<file path="src/design/text_console_scroll_dirty_map_assert.svh">
// Assertion macros for the text console scroll and dirty map block.
// Used by the sequencer module; expects clk_i and rst_ni in scope.
`ifndef TEXT_CONSOLE_SCROLL_DIRTY_MAP_ASSERT_SVH
`define TEXT_CONSOLE_SCROLL_DIRTY_MAP_ASSERT_SVH

// Property checked at every clock edge outside reset.
`define TCSDM_ASSERT(lbl, prop, msg) \
  lbl: assert property (@(posedge clk_i) disable iff (!rst_ni) (prop)) \
    else $error(msg);

// Condition in one cycle implies a consequence in the next cycle.
`define TCSDM_ASSERT_NEXT(lbl, ante, cons, msg) \
  lbl: assert property (@(posedge clk_i) disable iff (!rst_ni) (ante) |=> (cons)) \
    else $error(msg);

`endif

</file>
<file path="src/design/tcsdm_pkg.sv">
// Shared types and constants of the text console scroll and dirty map block.
// Used by the sequencer, output register and top module; depends on nothing.
package tcsdm_pkg;

  localparam int unsigned CFG_IDX_W  = 3;
  localparam int unsigned CFG_DATA_W = 7;
  localparam int unsigned CNT_W      = 13;

  localparam logic [CFG_IDX_W-1:0] REG_COLS_USED   = 3'd0;
  localparam logic [CFG_IDX_W-1:0] REG_ROWS_USED   = 3'd1;
  localparam logic [CFG_IDX_W-1:0] REG_LINE_HEIGHT = 3'd2;
  localparam logic [CFG_IDX_W-1:0] REG_X_OFFSET    = 3'd3;
  localparam logic [CFG_IDX_W-1:0] REG_Y_OFFSET    = 3'd4;

  localparam logic [7:0] SPACE_CODE   = 8'd32;
  localparam logic [7:0] NEWLINE_CODE = 8'd10;

  localparam logic CMD_WRITE  = 1'b0;
  localparam logic CMD_UPDATE = 1'b1;

  typedef struct packed {
    logic [6:0] cols;
    logic [5:0] rows;
    logic [4:0] line_height;
    logic [2:0] x_off;
    logic [3:0] y_off;
  } cfg_t;

  typedef struct packed {
    logic       dirty;
    logic [7:0] ch;
  } cell_t;

  localparam int unsigned CELL_W = $bits(cell_t);

  typedef struct packed {
    logic [9:0] pixel_x;
    logic [9:0] pixel_y;
    logic [7:0] glyph;
    logic       last;
  } draw_t;

endpackage

</file>
<file path="src/design/tcsdm_outbuf.sv">
// One-entry output register for draw commands.
// Depends on tcsdm_pkg for the draw command type.
module tcsdm_outbuf (
  input  logic              clk_i,
  input  logic              rst_ni,
  input  logic              push_valid_i,
  output logic              push_ready_o,
  input  tcsdm_pkg::draw_t  push_i,
  output logic              out_valid_o,
  input  logic              out_ready_i,
  output tcsdm_pkg::draw_t  out_o
);

  logic             valid_q;
  tcsdm_pkg::draw_t data_q;

  assign push_ready_o = !valid_q || out_ready_i;

  always_ff @(posedge clk_i or negedge rst_ni) begin
    if (!rst_ni) begin
      valid_q <= 1'b0;
    end else if (push_valid_i && push_ready_o) begin
      valid_q <= 1'b1;
    end else if (out_ready_i) begin
      valid_q <= 1'b0;
    end
  end

  always_ff @(posedge clk_i) begin
    if (push_valid_i && push_ready_o) begin
      data_q <= push_i;
    end
  end

  assign out_valid_o = valid_q;
  assign out_o       = data_q;

endmodule

</file>
<file path="config.mk">
export PLATFORM = sky130hd
export DESIGN_NAME = tcsdm_outbuf
export DESIGN_NICKNAME = d
export VERILOG_FILES = /design/src/design/text_console_scroll_dirty_map_assert.svh /design/src/design/tcsdm_pkg.sv /design/src/design/tcsdm_outbuf.sv
export SDC_FILE = /design/constraint.sdc
export NUM_CORES = 1
export LEC_CHECK = 0
export BUFFER_PORTS_ARGS = -buffer_cell sky130_fd_sc_hd__buf_2
export CAP_MARGIN = 5
export CORE_ASPECT_RATIO = 0.9
export CORE_MARGIN = 4
export CORE_UTILIZATION = 42
export CTS_CLUSTER_SIZE = 20
export DETAILED_ROUTE_END_ITERATION = 6
export PLACE_DENSITY = 0.81
export SLEW_MARGIN = 40
export SYNTH_ARGS = -nofsm -noshare
export SYNTH_HDL_FRONTEND = slang
export SYNTH_SLANG_ARGS = --single-unit
</file>
<file path="constraint.sdc">
create_clock -name clk_i -period 3.05 [get_ports clk_i]
set_input_delay 0 -clock clk_i [delete_from_list [all_inputs] [get_ports clk_i]]
set_output_delay 0 -clock clk_i [all_outputs]
set_load 0.05 [all_outputs]
</file>
==> results.tsv, run 1 <==
metric	value	unit
status	finished clean	
Clock Sinks	30	
Hold Path Class	primary input to flip-flop	
Worst Tran Pin Value	362	ps
Top Usage Layer GRT	met2	
simple-gate share of the synthesized area	0.0311	
Tot Pwr	0.000855	W
Setup WS pre-CTS	1840	ps
row cnt	15	
HP Start	push_i[25]	
post-synthesis compound-gate area fraction	0	
nets	169	
commonest non-fill, non-tap cell in the layout	buf_2	
Worst R2R Start	out_valid_o	
maximum fanout along the worst path	3	
register area share after synthesis	0.969	
Final Slew Violations	0	
Die H	52.5	microns
met3 usage	0.0714	
first-pass GRT wire length	3930	microns
YS warnings	0	
number of DRC markers in iteration 0	5	
placed instance area	1270	sq um
Core ar.	2010	sq um
CP startpoint	out_valid_o	
peak supply drop	0.424	mV
Starting Density	0.460	
Syn Std Cell Area	925	sq um
initial antenna violation count	0	
pwr dens	520	nW/um^2
vias in the first global route	783	
Mapped Cells	33	
clock skew	3.40	ps
Max-cap violations	0	
routed vias/inst	4.32	
WP data arrival	1410	ps
final instance area	1650	sq um
DRT Wirelength	2590	microns
Final period util	0.404	
RSZ-0062 raised after global routing	false	
P&R area growth vs syn	78.1	%
grt total ovfl	0	
Vias	696	
WP data required	3230	ps
fmax	811	MHz
FF+latch area	896	sq um
postcts setup bufs	0	
crit path launch type	flip-flop	
grt met1 use	0.162	
adder-cell share of the synthesized area	0	
mux cell area share after synthesis	0	
Reg clk slew, reported paths	80	ps
Num CTS Buffers	5	
dpl cells	121	
syn_area_per_cell	28.0	sq um
FF-to-FF setup slack	1820	ps
layout cells sized above 1	0.515	
area of the multi-input gates	28.8	sq um
GP Congestion	0.666	
Final ANT Viol Nets	0	
crit path capture type	flip-flop	
Synth Register Bits	30	
clk buf depth	2	
H-tree levels	2	
setup violators final	0	
Mapped Nets	66	
Fill cells	111	
largest net degree at the start of global routing	30	
met2 global-route usage	0.404	
Setup CP Type	flip-flop to flip-flop	
XOR/XNOR share of the synthesized area	0	
Post-Layout Cell Count	161	
Die Wd	57.5	microns
Netlist cell types	5	
Resize count post-CTS	0	
largest family of logic cells by synthesized area	simple AND/OR/NAND/NOR gates	
Leak	0.712	nW
DR WL/cell	16.1	microns
port bufs	63	
worst-skew pair later-pin latency	300	ps
Setup TNS	0	ps
Period minus WS final	1230	ps
# diodes	0	
root buffer cell	clkbuf_4	
most frequent cells in the layout	63 x buf_2, 33 x dlygate4sd3_1, 29 x edfxtp_1	
Die Area	3020	sq um
final hold vios	0	
CTS tree	done	
Pre-Repair DR Iteration Count	4	
relative slew slack	0.759	
post-route DRC violation count	0	
I/O pin cnt	64	
GRT Util Overall	0.189	
slack of the critical path	1820	ps
[cells in the mapped netlist]
master	instances	area (sq um)
nand2b_4	1	13.8
dfrtp_1	1	25.0
and2_4	1	8.76
edfxtp_1	29	871
nand2b_1	1	6.26
[kinds of logic after synthesis]
| kind of cell | count (synthesis) |
|---|---|
| and+or+nand+nor | 3 |
| DFF | 30 |
[registers in the layout, indices dropped and copies added, names as in the netlist]
register,cells
out_valid_o,1
out_o,29
[power breakdown]
group	switching [W]	leakage, nW	total [W]	internal, W
logic	0.000111	0.400	0.000170	0.0000594
clock network	0.000114	0.0254	0.000201	0.0000867
registers	0.00000598	0.287	0.000485	0.000479
[final timing paths]
kind | endpoint | cells after the start
max in group asynchronous | out_valid_o | 3
worst max register to register | out_valid_o | 3
worst max-delay path | out_valid_o | 3
worst min register to register | out_o[17] | 2
min in group asynchronous | out_valid_o | 3
worst min-delay path | out_o[25] | 2
[timing repair]
action / 4_1_cts / 5_1_grt
hold buffers: 33 / 0
endpoints found under the hold margin: 31 / 0
endpoints found under the setup margin: 0 / 0
[routing by layer]
layer	routed length [microns]	part of all wire
met5	0	0
met4	0	0
met3	164	0.063
met2	1650	0.64
met1	774	0.30
[through the flow]
stage,util,hold slack [ps]
CTS,0.820,384
detailed placement,0.633,-222
finish,0.820,410
floorplan,-,-296
global route,0.820,391
global placement,0.633,-226
[worst max-delay path, cell delays in order (launching register included)]
cell	delay, ps
dfrtp_1	420
nand2b_4	100
nand2b_1	50
dlygate4sd3_1	550
[final cells by class]
class / instances / share of cell area
Clock buffer: 7 / 0.0274
Multi-Input combinational cell: 3 / 0.0175
Sequential cell: 30 / 0.544
Tap cell: 25 / 0.0190
Timing Repair Buffer: 96 / 0.392
No activity file was read; power rests on OpenSTA's default activity.
==> run 2, diff against run 1 <==
ABC_AREA = 1   (was not set)
CORE_UTILIZATION = 39   (was 42)
PLACE_DENSITY = 0.77   (was 0.81)
clock period = 1.29 ns   (was 3.05 ns; I/O delays follow)
==> results.tsv, run 2 <==
metric	value	unit
Die Area	3190	sq um
P&R area growth vs syn	84.3	%
Synth Register Bits	30	
register area share after synthesis	0.978	
Fill cells	124	
crit path launch type	flip-flop	
Netlist cell types	5	
vias in the first global route	756	
max FFs per register	29	
nets	173	
Pre-Repair DR Iteration Count	3	
Mapped Cells	35	
largest net degree at the start of global routing	30	
Final Slew Violations	0	
Syn Std Cell Area	916	sq um
most frequent cells after synthesis	29 x edfxtp_1, 2 x inv_1, 2 x nand2_1	
Die H	54.0	microns
Clock Sinks	30	
syn_area_per_cell	26.2	sq um
count leader, synth	edfxtp_1	
Main synth FF type	edfxtp_1	
routed vias/inst	4.37	
peak supply drop	1.23	mV
Die Wd	59.1	microns
slowest stage delay, CP	430	ps
worst-skew pair later-pin latency	320	ps
root buffer cell	clkbuf_4	
commonest non-fill, non-tap cell in the layout	buf_2	
Core ar.	2200	sq um
status	finished clean	
Synth area leader	edfxtp_1	
Worst path slowest cell	dfrtp_2	
final hold vios	0	
GP Congestion	0.624	
Period minus WS final	1240	ps
Worst Tran Pin Value	267	ps
Synth area leaders	edfxtp_1 95%, dfrtp_1 2.7%, inv_1 0.82%, nand2_1 0.82%, a21oi_1 0.55%	
Leak	0.733	nW
YS warnings	0	
pwr dens	1220	nW/um^2
met2 global-route usage	0.281	
DR WL/cell	14.7	microns
post-route DRC violation count	0	
Hold Path Class	primary input to flip-flop	
crit path capture type	flip-flop	
DRT Wirelength	2470	microns
WP data required	1310	ps
clock skew	9.28	ps
grt total ovfl	0	
Max-cap violations	0	
H-tree levels	2	
Final period util	0.959	
first-pass GRT wire length	3750	microns
RSZ-0062 raised after global routing	false	
setup violators final	0	
Num CTS Buffers	5	
port bufs	63	
top cell type's share of synthesized area	0.951	
Setup CP Type	flip-flop to flip-flop	
Reg clk slew, reported paths	90	ps
Mapped Nets	68	
CTS tree	done	
relative slew slack	0.823	
Vias	734	
Starting Density	0.416	
most frequent cells in the layout	63 x buf_2, 33 x dlygate4sd3_1, 29 x edfxtp_1	
WP data arrival	1260	ps
maximum fanout along the worst path	29	
initial antenna violation count	0	
dpl cells	126	
Post-Layout Cell Count	168	
crit path cell chain	buf_4 -> a21oi_4 -> buf_12	
number of DRC markers in iteration 0	11	
grt met1 use	0.188	
GRT Util Overall	0.179	
Final ANT Viol Nets	0	
layout cells sized above 1	0.525	
DP HPWL	1330	microns
Async SR Flop Fraction	0.0333	
# diodes	0	
row cnt	16	
I/O pin cnt	64	
clk buf depth	2	
met3 usage	0.0983	
Hold Slack	345	ps
fmax	808	MHz
number of synthesized flops with an enable pin	29	
Top Usage Layer GRT	met2	
[run 2: cell count changes after synthesis]
cell,previous run,this run
a21oi_1,0,1
and2_4,1,0
inv_1,0,2
nand2_1,0,2
nand2b_1,1,0
nand2b_4,1,0
[run 2: where the power goes]
part / total, W / switching, W / internal [W]
registers: 0.00115 / 0.0000138 / 0.00113
logic: 0.000415 / 0.000267 / 0.000148
clock network: 0.000500 / 0.000296 / 0.000204
total: 0.00206 / 0.000576 / 0.00148
[run 2: routing by layer]
metal	vias to the layer above	part of all wire
met5	-	0
met4	0	0.019
met3	5	0.13
met2	44	0.49
li1	345	-
met1	340	0.36
[run 2: cell families (layout without fill, tap and decap cells)]
| group | Yosys count | in the layout | share of synthesized area |
|---|---|---|---|
| DFF | 30 | 30 | 0.978 |
| and+or+nand+nor | 2 | 2 | 0.00820 |
| buffers and inverters | 2 | 108 | 0.00820 |
| AOI/OAI and AO/OA | 1 | 1 | 0.00546 |
[run 2: path summary, 6_finish.rpt]
path	slack [ps]	cells after the start	from	to
worst max register to register	50	3	out_valid_o	out_o[9]
worst min register to register	900	3	out_valid_o	out_o[7]
min in group asynchronous	490	3	rst_ni	out_valid_o
worst min-delay path	350	4	out_ready_i	out_o[7]
worst max-delay path	50	3	out_valid_o	out_o[9]
max in group asynchronous	680	3	rst_ni	out_valid_o
[run 2: cell type report]
cell class | count | area, sq um | share of cell area
tap | 27 | 33.8 | 0.0200
multi-input combinational | 3 | 26.3 | 0.0156
inverter | 2 | 7.51 | 0.00445
clock inverter | 2 | 8.76 | 0.00519
clock buffer | 6 | 41.3 | 0.0245
sequential | 30 | 897 | 0.532
timing repair buffer | 98 | 673 | 0.399
[run 2: timing repair]
action	4_1_cts	5_1_grt
endpoints found under the setup margin	0	1
hold buffers	33	0
resized for setup	0	1
hold endpoints to repair	31	0
setup buffers	0	1
[run 2: critical path: cells and delay by family, from the launching register on]
family          cells  cell delay (ps)
flops               1              430
compound gates      1              150
buf+inv             2              340
[run 2: stage by stage]
step                setup TNS, ps  utilization  worst slack [ps]  cell area, sq um  power [W]
finish                          0        0.766              52.5              1690    0.00206
global route                    0        0.766              7.66              1690    0.00215
CTS                             0        0.762              60.5              1680    0.00207
detailed placement              0        0.589               216              1300    0.00150
global placement                0        0.589               233              1300    0.00149
floorplan                   -5820            -              -201               928    0.00139
